===== config.mk =====
export PLATFORM = sky130hd
export DESIGN_NAME = multiplexed_servo_pwm_core
export DESIGN_NICKNAME = d
export VERILOG_FILES = /design/src/msp_pkg.sv /design/src/msp_angle_div.sv /design/src/multiplexed_servo_pwm_core.sv
export VERILOG_INCLUDE_DIRS = /design/src /design/src/src
export SDC_FILE = /design/constraint.sdc
export NUM_CORES = 1
export LEC_CHECK = 0
export ABC_AREA = 1
export BUFFER_PORTS_ARGS = -buffer_cell sky130_fd_sc_hd__buf_4
export CORE_AREA = 4 4 237 239
export DETAILED_ROUTE_END_ITERATION = 12
export DIE_AREA = 0 0 241 243
export MAX_ROUTING_LAYER = met4
export PLACE_DENSITY = 0.77
export SETUP_SLACK_MARGIN = 0.05
export SLEW_MARGIN = 25
export SYNTH_ARGS = -nofsm -noshare
export SYNTH_HDL_FRONTEND = slang
export SYNTH_HIERARCHICAL = 1
export SYNTH_SLANG_ARGS = --single-unit

===== constraint.sdc =====
create_clock -name aclk -period 11.23 [get_ports aclk]
set_clock_uncertainty 0.1 [all_clocks]
set_input_delay 0.5615 -clock aclk [delete_from_list [all_inputs] [get_ports aclk]]
set_output_delay 0.5615 -clock aclk [all_outputs]
set_load 0.02 [all_outputs]

===== src/multiplexed_servo_pwm_core_assert.svh =====
// Assertion macros shared by the servo core files.
// IMP: antecedent implies consequent in the same cycle.
// NXT: antecedent implies consequent in the next cycle.
`ifndef MULTIPLEXED_SERVO_PWM_CORE_ASSERT_SVH
`define MULTIPLEXED_SERVO_PWM_CORE_ASSERT_SVH

`ifndef SYNTHESIS
`define MSP_ASSERT_IMP(name, clk, rstn, ante, cons) \
    name: assert property (@(posedge clk) disable iff (!(rstn)) (ante) |-> (cons)) \
        else $error("assertion failed");
`define MSP_ASSERT_NXT(name, clk, rstn, ante, cons) \
    name: assert property (@(posedge clk) disable iff (!(rstn)) (ante) |=> (cons)) \
        else $error("assertion failed");
`else
`define MSP_ASSERT_IMP(name, clk, rstn, ante, cons)
`define MSP_ASSERT_NXT(name, clk, rstn, ante, cons)
`endif

`endif


===== src/msp_pkg.sv =====
`timescale 1ns / 1ps

package msp_pkg;

    localparam int CHANNELS = 8;
    localparam int W        = 16;
    localparam int CH_W     = 3;
    localparam int CNT_W    = 4;

    // request codes
    localparam logic [1:0] REQ_TICK  = 2'd0;
    localparam logic [1:0] REQ_WIDTH = 2'd1;
    localparam logic [1:0] REQ_ANGLE = 2'd2;

    // register indexes
    localparam logic [2:0] REG_CHANNEL_COUNT = 3'd0;
    localparam logic [2:0] REG_REVERSE_MASK  = 3'd1;
    localparam logic [2:0] REG_SLOT_TICKS    = 3'd2;
    localparam logic [2:0] REG_MIN_WIDTH     = 3'd3;
    localparam logic [2:0] REG_MAX_WIDTH     = 3'd4;
    localparam logic [2:0] REG_CENTER_WIDTH  = 3'd5;
    localparam logic [2:0] REG_MIN_ANGLE     = 3'd6;
    localparam logic [2:0] REG_MAX_ANGLE     = 3'd7;

    localparam logic [CNT_W-1:0] RST_CHANNEL_COUNT = 4'd2;
    localparam logic [7:0]       RST_REVERSE_MASK  = 8'd0;
    localparam logic [W-1:0]     RST_SLOT_TICKS    = 16'd3000;
    localparam logic [W-1:0]     RST_MIN_WIDTH     = 16'd600;
    localparam logic [W-1:0]     RST_MAX_WIDTH     = 16'd2400;
    localparam logic [W-1:0]     RST_CENTER_WIDTH  = 16'd1500;
    localparam logic [W-1:0]     RST_MIN_ANGLE     = 16'hFFA6;
    localparam logic [W-1:0]     RST_MAX_ANGLE     = 16'd90;

    typedef struct packed {
        logic               start;
        logic signed [W-1:0] angle;
    } ang_req_t;

    typedef struct packed {
        logic signed [W-1:0] min_angle;
        logic signed [W-1:0] max_angle;
        logic [W-1:0]        min_width;
        logic [W-1:0]        max_width;
        logic [W-1:0]        center_width;
    } ang_cfg_t;

    typedef struct packed {
        logic busy;
        logic done;
    } ang_stat_t;

    // Reverse unless the channel's bit is set, then clamp to min..max (max wins).
    function automatic logic [W-1:0] clamp_width(
        input logic [W-1:0] t,
        input logic         rev,
        input logic [W-1:0] minw,
        input logic [W-1:0] maxw
    );
        logic [W-1:0] nt;
        nt = rev ? t : (maxw + minw - t);
        if (nt < minw) nt = minw;
        if (nt > maxw) nt = maxw;
        return nt;
    endfunction

    function automatic logic [CNT_W-1:0] eff_count(input logic [CNT_W-1:0] cc);
        logic [CNT_W-1:0] n;
        n = cc;
        if (n == '0) n = CNT_W'(1);
        if (n > CNT_W'(CHANNELS)) n = CNT_W'(CHANNELS);
        return n;
    endfunction

    localparam logic [W-1:0] RST_COMPARE =
        clamp_width(RST_CENTER_WIDTH, 1'b0, RST_MIN_WIDTH, RST_MAX_WIDTH);

endpackage


===== src/msp_angle_div.sv =====
`timescale 1ns / 1ps
`include "multiplexed_servo_pwm_core_assert.svh"

module msp_angle_div (
    input  logic                 aclk,
    input  logic                 aresetn,
    input  msp_pkg::ang_req_t    req,
    input  msp_pkg::ang_cfg_t    cfg,
    output msp_pkg::ang_stat_t   stat,
    output logic [msp_pkg::W-1:0] width
);

    localparam int W     = msp_pkg::W;
    localparam int CNT_W = $clog2(2 * W);
    localparam logic [CNT_W-1:0] MUL_LAST = CNT_W'(W - 1);
    localparam logic [CNT_W-1:0] DIV_LAST = CNT_W'(2 * W - 1);

    localparam logic [2:0] U_IDLE = 3'd0;
    localparam logic [2:0] U_SIGN = 3'd1;
    localparam logic [2:0] U_MUL  = 3'd2;
    localparam logic [2:0] U_DIV  = 3'd3;
    localparam logic [2:0] U_FIN  = 3'd4;

    logic [2:0]       st_reg, st_next;
    logic [CNT_W-1:0] cnt_reg, cnt_next;
    logic [W-1:0]     a_reg, a_next;
    logic [W:0]       span_reg, span_next;
    logic [W:0]       dw_reg, dw_next;
    logic             neg_reg, neg_next;
    logic             zero_reg, zero_next;
    logic [W-1:0]     dvs_reg, dvs_next;
    logic [W-1:0]     mcand_reg, mcand_next;
    logic [2*W:0]     prod_reg, prod_next;
    logic [W-1:0]     rem_reg, rem_next;
    logic [W-1:0]     quo_reg, quo_next;
    logic [W-1:0]     res_reg, res_next;

    logic signed [W-1:0] a_lo, a_cl;
    logic [W:0]          span_in, dw_in;
    logic [W-1:0]        a_mag, dw_mag, span_mag;
    logic [W:0]          dw_neg, span_neg;
    logic [W:0]          add_sum;
    logic [W+1:0]        trial;
    logic [W-1:0]        q_signed;

    always_comb begin
        a_lo    = (req.angle < cfg.min_angle) ? cfg.min_angle : req.angle;
        a_cl    = (a_lo > cfg.max_angle) ? cfg.max_angle : a_lo;
        span_in = {cfg.max_angle[W-1], cfg.max_angle} - {cfg.min_angle[W-1], cfg.min_angle};
        dw_in   = {1'b0, cfg.max_width} - {1'b0, cfg.min_width};

        a_mag    = a_reg[W-1] ? (W'(0) - a_reg) : a_reg;
        dw_neg   = (W+1)'(0) - dw_reg;
        span_neg = (W+1)'(0) - span_reg;
        dw_mag   = dw_reg[W] ? dw_neg[W-1:0] : dw_reg[W-1:0];
        span_mag = span_reg[W] ? span_neg[W-1:0] : span_reg[W-1:0];

        // shift-add: add the multiplicand into the upper half when the low bit is set
        add_sum = {1'b0, prod_reg[2*W-1:W]} + (prod_reg[0] ? {1'b0, mcand_reg} : (W+1)'(0));
        // restoring step: bring down one dividend bit and try the subtract
        trial   = {1'b0, rem_reg, prod_reg[2*W-1]} - {2'b00, dvs_reg};

        q_signed = zero_reg ? W'(0) : (neg_reg ? (W'(0) - quo_reg) : quo_reg);
    end

    always_comb begin
        st_next    = st_reg;
        cnt_next   = cnt_reg;
        a_next     = a_reg;
        span_next  = span_reg;
        dw_next    = dw_reg;
        neg_next   = neg_reg;
        zero_next  = zero_reg;
        dvs_next   = dvs_reg;
        mcand_next = mcand_reg;
        prod_next  = prod_reg;
        rem_next   = rem_reg;
        quo_next   = quo_reg;
        res_next   = res_reg;
        unique case (st_reg)
            U_IDLE: begin
                if (req.start) begin
                    a_next    = a_cl;
                    span_next = span_in;
                    dw_next   = dw_in;
                    st_next   = U_SIGN;
                end
            end
            U_SIGN: begin
                neg_next   = a_reg[W-1] ^ dw_reg[W] ^ span_reg[W];
                zero_next  = (span_reg == '0);
                dvs_next   = span_mag;
                mcand_next = dw_mag;
                prod_next  = {(W+1)'(0), a_mag};
                cnt_next   = '0;
                st_next    = U_MUL;
            end
            U_MUL: begin
                prod_next = {1'b0, add_sum, prod_reg[W-1:1]};
                cnt_next  = cnt_reg + CNT_W'(1);
                if (cnt_reg == MUL_LAST) begin
                    cnt_next = '0;
                    rem_next = '0;
                    st_next  = U_DIV;
                end
            end
            U_DIV: begin
                prod_next = {prod_reg[2*W-1:0], 1'b0};
                if (!trial[W+1]) begin
                    rem_next = trial[W-1:0];
                    quo_next = {quo_reg[W-2:0], 1'b1};
                end else begin
                    rem_next = {rem_reg[W-2:0], prod_reg[2*W-1]};
                    quo_next = {quo_reg[W-2:0], 1'b0};
                end
                cnt_next = cnt_reg + CNT_W'(1);
                if (cnt_reg == DIV_LAST) begin
                    st_next = U_FIN;
                end
            end
            U_FIN: begin
                res_next = q_signed + cfg.center_width;
                st_next  = U_IDLE;
            end
            default: begin
                st_next = U_IDLE;
            end
        endcase
    end

    always_ff @(posedge aclk) begin
        if (!aresetn) begin
            st_reg  <= U_IDLE;
            cnt_reg <= '0;
        end else begin
            st_reg  <= st_next;
            cnt_reg <= cnt_next;
        end
    end

    always_ff @(posedge aclk) begin
        a_reg     <= a_next;
        span_reg  <= span_next;
        dw_reg    <= dw_next;
        neg_reg   <= neg_next;
        zero_reg  <= zero_next;
        dvs_reg   <= dvs_next;
        mcand_reg <= mcand_next;
        prod_reg  <= prod_next;
        rem_reg   <= rem_next;
        quo_reg   <= quo_next;
        res_reg   <= res_next;
    end

    assign stat.busy = (st_reg != U_IDLE);
    assign stat.done = (st_reg == U_FIN);
    assign width     = res_reg;

    `MSP_ASSERT_IMP(a_rem_below_divisor, aclk, aresetn, (st_reg == U_DIV) && (dvs_reg != '0), rem_reg < dvs_reg)
    `MSP_ASSERT_IMP(a_prod_top_clear, aclk, aresetn, st_reg == U_MUL, prod_reg[2*W] == 1'b0)
    `MSP_ASSERT_NXT(a_start_runs, aclk, aresetn, req.start && (st_reg == U_IDLE), st_reg == U_SIGN)

endmodule


===== src/multiplexed_servo_pwm_core.sv =====
`timescale 1ns / 1ps
`include "multiplexed_servo_pwm_core_assert.svh"
// Timer ticks, set-width and ignored requests give their word in the cycle after
//   acceptance; a set-angle request runs a bit-serial 16-step multiply and 32-step
//   restoring divide in msp_angle_div, setup and finish, then a write-back held until
//   the output is free. One request at a time; s_ready needs idle and a free output.
// Reset: synchronous, active low; registers return to their defaults and every compare
//   value to the neutral width, with no clearing pass.

module multiplexed_servo_pwm_core (
    input  logic               aclk,
    input  logic               aresetn,
    input  logic               psel,
    input  logic               penable,
    input  logic               pwrite,
    input  logic [4:0]         paddr,
    input  logic [31:0]        pwdata,
    output logic [31:0]        prdata,
    output logic               pready,
    input  logic               s_valid,
    output logic               s_ready,
    input  logic [1:0]         s_req_type,
    input  logic [2:0]         s_channel,
    input  logic [15:0]        s_pulse_width,
    input  logic signed [15:0] s_angle,
    output logic               m_valid,
    input  logic               m_ready,
    output logic [7:0]         m_pwm_levels,
    output logic [2:0]         m_active_channel,
    output logic [15:0]        m_slot_count
);

    localparam int W     = msp_pkg::W;
    localparam int CH_W  = msp_pkg::CH_W;
    localparam int CNT_W = msp_pkg::CNT_W;

    localparam logic [1:0] ST_IDLE  = 2'd0;
    localparam logic [1:0] ST_ANGLE = 2'd1;
    localparam logic [1:0] ST_WRITE = 2'd2;

    // configuration
    logic [CNT_W-1:0] channel_count_reg;
    logic [7:0]       reverse_mask_reg;
    logic [W-1:0]     slot_ticks_reg;
    logic [W-1:0]     min_width_reg;
    logic [W-1:0]     max_width_reg;
    logic [W-1:0]     center_width_reg;
    logic [W-1:0]     min_angle_reg;
    logic [W-1:0]     max_angle_reg;

    logic [1:0]       state_reg, state_next;
    logic [W-1:0]     slot_reg, slot_next;
    logic [CH_W-1:0]  cur_reg, cur_next;
    logic [CH_W-1:0]  ch_reg, ch_next;
    logic [W-1:0]     cmp_reg [msp_pkg::CHANNELS];

    logic             m_valid_reg, m_valid_next;
    logic [7:0]       lev_reg, lev_next;
    logic [CH_W-1:0]  act_reg;
    logic [W-1:0]     cnt_out_reg;

    logic             cfg_wr;
    logic             acc, out_free, ch_ok, commit;
    logic [CNT_W-1:0] n_eff;
    logic [W-1:0]     c_inc;
    logic [CNT_W-1:0] cur_inc;
    logic [CH_W-1:0]  cur_adv;
    logic             wrap;
    logic             wr_en;
    logic [CH_W-1:0]  wr_ch;
    logic [W-1:0]     wr_val, cmp_cur;

    msp_pkg::ang_req_t  ang_req;
    msp_pkg::ang_cfg_t  ang_cfg;
    msp_pkg::ang_stat_t ang_stat;
    logic [W-1:0]       ang_width;

    // register port
    assign pready = 1'b1;
    assign cfg_wr = psel && penable && pwrite;

    always_ff @(posedge aclk) begin
        if (!aresetn) begin
            channel_count_reg <= msp_pkg::RST_CHANNEL_COUNT;
            reverse_mask_reg  <= msp_pkg::RST_REVERSE_MASK;
            slot_ticks_reg    <= msp_pkg::RST_SLOT_TICKS;
            min_width_reg     <= msp_pkg::RST_MIN_WIDTH;
            max_width_reg     <= msp_pkg::RST_MAX_WIDTH;
            center_width_reg  <= msp_pkg::RST_CENTER_WIDTH;
            min_angle_reg     <= msp_pkg::RST_MIN_ANGLE;
            max_angle_reg     <= msp_pkg::RST_MAX_ANGLE;
        end else if (cfg_wr) begin
            unique case (paddr[4:2])
                msp_pkg::REG_CHANNEL_COUNT: channel_count_reg <= pwdata[CNT_W-1:0];
                msp_pkg::REG_REVERSE_MASK:  reverse_mask_reg  <= pwdata[7:0];
                msp_pkg::REG_SLOT_TICKS:    slot_ticks_reg    <= pwdata[W-1:0];
                msp_pkg::REG_MIN_WIDTH:     min_width_reg     <= pwdata[W-1:0];
                msp_pkg::REG_MAX_WIDTH:     max_width_reg     <= pwdata[W-1:0];
                msp_pkg::REG_CENTER_WIDTH:  center_width_reg  <= pwdata[W-1:0];
                msp_pkg::REG_MIN_ANGLE:     min_angle_reg     <= pwdata[W-1:0];
                msp_pkg::REG_MAX_ANGLE:     max_angle_reg     <= pwdata[W-1:0];
            endcase
        end
    end

    always_comb begin
        unique case (paddr[4:2])
            msp_pkg::REG_CHANNEL_COUNT: prdata = {28'd0, channel_count_reg};
            msp_pkg::REG_REVERSE_MASK:  prdata = {24'd0, reverse_mask_reg};
            msp_pkg::REG_SLOT_TICKS:    prdata = {16'd0, slot_ticks_reg};
            msp_pkg::REG_MIN_WIDTH:     prdata = {16'd0, min_width_reg};
            msp_pkg::REG_MAX_WIDTH:     prdata = {16'd0, max_width_reg};
            msp_pkg::REG_CENTER_WIDTH:  prdata = {16'd0, center_width_reg};
            msp_pkg::REG_MIN_ANGLE:     prdata = {16'd0, min_angle_reg};
            msp_pkg::REG_MAX_ANGLE:     prdata = {16'd0, max_angle_reg};
        endcase
    end

    // angle unit
    assign ang_cfg.min_angle    = min_angle_reg;
    assign ang_cfg.max_angle    = max_angle_reg;
    assign ang_cfg.min_width    = min_width_reg;
    assign ang_cfg.max_width    = max_width_reg;
    assign ang_cfg.center_width = center_width_reg;

    msp_angle_div u_angle (
        .aclk    (aclk),
        .aresetn (aresetn),
        .req     (ang_req),
        .cfg     (ang_cfg),
        .stat    (ang_stat),
        .width   (ang_width)
    );

    // request handling
    assign out_free = !m_valid_reg || m_ready;
    assign s_ready  = (state_reg == ST_IDLE) && out_free;
    assign acc      = s_valid && s_ready;
    assign n_eff    = msp_pkg::eff_count(channel_count_reg);
    assign ch_ok    = {1'b0, s_channel} < n_eff;

    assign c_inc   = slot_reg + W'(1);
    assign wrap    = (c_inc >= slot_ticks_reg) || (c_inc == '0);
    assign cur_inc = {1'b0, cur_reg} + CNT_W'(1);
    // a stale channel past the count also lands on channel 0
    assign cur_adv = (cur_inc >= n_eff) ? CH_W'(0) : cur_inc[CH_W-1:0];

    always_comb begin
        state_next    = state_reg;
        slot_next     = slot_reg;
        cur_next      = cur_reg;
        ch_next       = ch_reg;
        wr_en         = 1'b0;
        wr_ch         = s_channel;
        wr_val        = msp_pkg::clamp_width(s_pulse_width, reverse_mask_reg[s_channel],
                                             min_width_reg, max_width_reg);
        commit        = 1'b0;
        ang_req.start = 1'b0;
        ang_req.angle = s_angle;
        unique case (state_reg)
            ST_IDLE: begin
                if (acc) begin
                    unique case (s_req_type)
                        msp_pkg::REQ_TICK: begin
                            slot_next = wrap ? W'(0) : c_inc;
                            cur_next  = wrap ? cur_adv : cur_reg;
                            commit    = 1'b1;
                        end
                        msp_pkg::REQ_WIDTH: begin
                            wr_en  = ch_ok;
                            commit = 1'b1;
                        end
                        msp_pkg::REQ_ANGLE: begin
                            if (ch_ok) begin
                                ang_req.start = 1'b1;
                                ch_next       = s_channel;
                                state_next    = ST_ANGLE;
                            end else begin
                                commit = 1'b1;
                            end
                        end
                        default: begin
                            commit = 1'b1;
                        end
                    endcase
                end
            end
            ST_ANGLE: begin
                if (ang_stat.done) begin
                    state_next = ST_WRITE;
                end
            end
            ST_WRITE: begin
                wr_ch  = ch_reg;
                wr_val = msp_pkg::clamp_width(ang_width, reverse_mask_reg[ch_reg],
                                              min_width_reg, max_width_reg);
                if (out_free) begin
                    wr_en      = 1'b1;
                    commit     = 1'b1;
                    state_next = ST_IDLE;
                end
            end
            default: begin
                state_next = ST_IDLE;
            end
        endcase
    end

    // the word shows the state after the request, so bypass a fresh compare write
    assign cmp_cur  = (wr_en && (wr_ch == cur_next)) ? wr_val : cmp_reg[cur_next];
    assign lev_next = (slot_next >= cmp_cur) ? (8'(1) << cur_next) : 8'd0;
    assign m_valid_next = commit ? 1'b1 : (m_ready ? 1'b0 : m_valid_reg);

    always_ff @(posedge aclk) begin
        if (!aresetn) begin
            state_reg   <= ST_IDLE;
            slot_reg    <= '0;
            cur_reg     <= '0;
            m_valid_reg <= 1'b0;
            lev_reg     <= '0;
            act_reg     <= '0;
            cnt_out_reg <= '0;
            for (int i = 0; i < msp_pkg::CHANNELS; i++) begin
                cmp_reg[i] <= msp_pkg::RST_COMPARE;
            end
        end else begin
            state_reg   <= state_next;
            slot_reg    <= slot_next;
            cur_reg     <= cur_next;
            m_valid_reg <= m_valid_next;
            if (commit) begin
                lev_reg     <= lev_next;
                act_reg     <= cur_next;
                cnt_out_reg <= slot_next;
            end
            if (wr_en) begin
                cmp_reg[wr_ch] <= wr_val;
            end
        end
    end

    always_ff @(posedge aclk) begin
        ch_reg <= ch_next;
    end

    assign m_valid          = m_valid_reg;
    assign m_pwm_levels     = lev_reg;
    assign m_active_channel = act_reg;
    assign m_slot_count     = cnt_out_reg;

    `MSP_ASSERT_IMP(a_lev_onehot, aclk, aresetn, 1'b1, $onehot0(m_pwm_levels))
    `MSP_ASSERT_IMP(a_lev_active, aclk, aresetn, m_pwm_levels != 8'd0, m_pwm_levels == (8'(1) << m_active_channel))
    `MSP_ASSERT_NXT(a_tick_word, aclk, aresetn, acc && (s_req_type == msp_pkg::REQ_TICK), m_valid)
    `MSP_ASSERT_IMP(a_unit_owned, aclk, aresetn, ang_stat.busy, state_reg == ST_ANGLE)

endmodule


==> metrics.txt <==
status completed; Synth cell types 58; Synth top area share about 28%; gpl congestion roughly 1.0; share of flip-flops with an asynchronous set or reset 0%; CORE AREA approximately 54000 um^2; Num CTS Buffers 48; largest net degree at the start of global routing 88; FILL cells approximately 4.7k; Synth Register Bits between 400 and 500; Crit. End Element flop; depth of the most critical reg-to-reg path 57; M1 WL between 30000 and 40000 um; WHS about 110 ps; final count of negative-setup-slack endpoints 0; vias per inst between 5 and 6; die height 243 um; synth top area cells edfxtp_1, nand2_1, ha_1; CTS Hold Buffers Added 0; Top Layer Used met4; Port-buffer cells about 110; number of flip-flops in the largest register between 100 and 150; final period utilization around nine tenths; Clock Pin Slew Worst Setup and Hold Paths around 60 ps; max_cap viols 0; WL met2 a little over 40000 um; Slew Viols, Final 0; Rows 85; synth-to-layout area growth 8.948%; Nets about 4.7k; DR WL/cell 18.74 um; Synth area leader edfxtp_1; insertion delay to the later sink of the worst-skew pair approximately 600 ps; Crit path required time 11600 ps; first-pass GRT wire length approximately 150000 um; final setup TNS 0 ps; PD cells about 150 nW/um^2; unrepaired setup endpoints after global routing false; vias slightly below 30k; vias in the first global route about 27k; initial core utilization between 50% and 60%; clk buf depth 3; post-synthesis sequential area ratio around 38%; maximum vdd ir drop ~0.14 mV; cts repair resizes 0; share of layout cells above drive strength 1 under 10%; Top cell by count, worst path nand2_1; Die Area about 59000 um^2; worst path arrival time roughly 10000 ps; Pre-antenna DRT Iters 9; EDFF count, synth 295; Post-route DRC 0; Mapped Area ~32000 um^2; post-CTS setup buffers 0; most common library cells after synthesis nand2_1, inv_1, nor2_1; Most used DFF post-synth edfxtp_1; Worst Path Max Fanout 23; antenna violations before repair 1; Slowest Stage Delay on Critical Path between 500 and 600 ps; worst rel slew slack a little over a third; Final ANT Viol Nets 0; Achievable Freq 99.97 MHz; Setup CP Type reg2reg; flop-to-flop setup slack between 1000 and 1500 ps; most common cell in the netlist nand2_1; Final HPWL DP 71630 um; YS warnings 6; metal3 WL about 8700 um; Worst Max-Slew Pin Slew just under 1000 ps; final hold viol count 0; Tmin final between 10000 and 15000 ps; root buf cell clkbuf_16; Hold Path Depth 1; die span in x 241 um; critical path's slowest cell fa_1; leakage power ~16 nW; worst min path class in2reg; I/O pin count roughly 140; H-tree lvl count 2; starting DRC count in detailed routing approximately 3.1k; Sink Count 460; final core occ 64.97%; GRT overflow 0; GRT Total Usage between 30% and 40%; Routed WL around 95000 um; Worst setup SP type flop; Mapped Avg Cell Area approximately 7.5 um^2; synthesized instance count 4273; CTS tree built
## report_power, final
part / leakage, nW / internal (mW) / switching, mW
clock: 0.799 / 0.959 / 0.696
combinational: 11.5 / 0.481 / 1.06
sequential: 3.97 / 2.00 / 0.0875
## cell families (layout without fill, tap and decap cells)
| logic type | Yosys count | after routing | share of synthesized area, % |
|---|---|---|---|
| AO/OA/AOI/OAI | 756 | 756 | 13.34 |
| XOR/XNOR | 115 | 115 | 3.139 |
| adder cells (fa/ha/maj) | 273 | 273 | 10.83 |
| buffers and inverters | 752 | 832 | 9.396 |
| flip-flops | 460 | 460 | 37.90 |
| other | 2 | 18 | 0.02340 |
| AND/OR/NAND/NOR | 1915 | 1915 | 25.37 |
## area by class of cell
| type | instances | area, um^2 | area share [%] |
|---|---|---|---|
| multi-input combinational | 3076 | 17020 | 48.69 |
| sequential | 460 | 12160 | 34.79 |
| inverter | 617 | 2318 | 6.631 |
| clock buffer | 61 | 1333 | 3.811 |
| timing repair buffer | 127 | 953.4 | 2.727 |
| tap | 696 | 870.8 | 2.491 |
| clock inverter | 27 | 300.3 | 0.8589 |
| antenna | 1 | 2.502 | 0.007157 |
## metal layers
layer  track usage, %  vias to the layer above
met5                -                        -
met3            4.893                      262
li1                 -                    14320
met4            13.77                        0
met2            48.67                     1354
met1            43.79                    13260
## cells in the final DEF (no fill, tap or decap), drive strengths merged, types with 11 or more instances in the layout
cell type and count:
buf 127, clkbuf 61, a31oi 12, ha 265, o22ai 17, nor2 360
nor3 58, o2111ai 11, edfxtp 295, xor2 78, a21oi 295, and2 26
o211ai 44, clkinv 26, o21bai 17, conb 17, nand3b 12, inv 612
dfxtp 165, xnor2 37, a21o 12, nand3 332, o21ai 282, or2 11
a22oi 17, nand2 1064, nand4 47
## worst max-delay path, delay by kind of cell (launching register included)
kind | cells | cell delay [ps]
fa+ha+maj | 5 | 1680
simple gates | 33 | 4260
xor+xnor | 1 | 280
compound gates | 13 | 2360
buf+inv | 5 | 780
flops | 1 | 400
## worst paths after layout
path	startpoint	endpoint
setup / recovery	min_width_reg[1]$_SDFFE_PN0P_	m_pwm_levels[7]$_SDFFE_PN0P_
setup reg to reg	min_width_reg[1]$_SDFFE_PN0P_	m_pwm_levels[7]$_SDFFE_PN0P_
hold / removal	s_channel[1]	ch_reg[1]$_DFFE_PP_
hold reg to reg	u_angle/quo_reg[4]$_DFFE_PP_	u_angle/quo_reg[5]$_DFFE_PP_
## metrics by stage
| stage | cells | power, mW | worst slack (ps) | area [um^2] |
|---|---|---|---|---|
| floorplan | 4288 | 3.187 | 3098 | 32150 |
| global placement | 4976 | 3.598 | 1410 | 33320 |
| detailed placement | 4976 | 3.624 | 1269 | 33320 |
| CTS | 5064 | 5.269 | 1193 | 34950 |
| global route | 5065 | 5.552 | 298.9 | 34960 |
| finish | 5065 | 5.288 | 1227 | 34960 |
(Power assumes the default switching activity.)
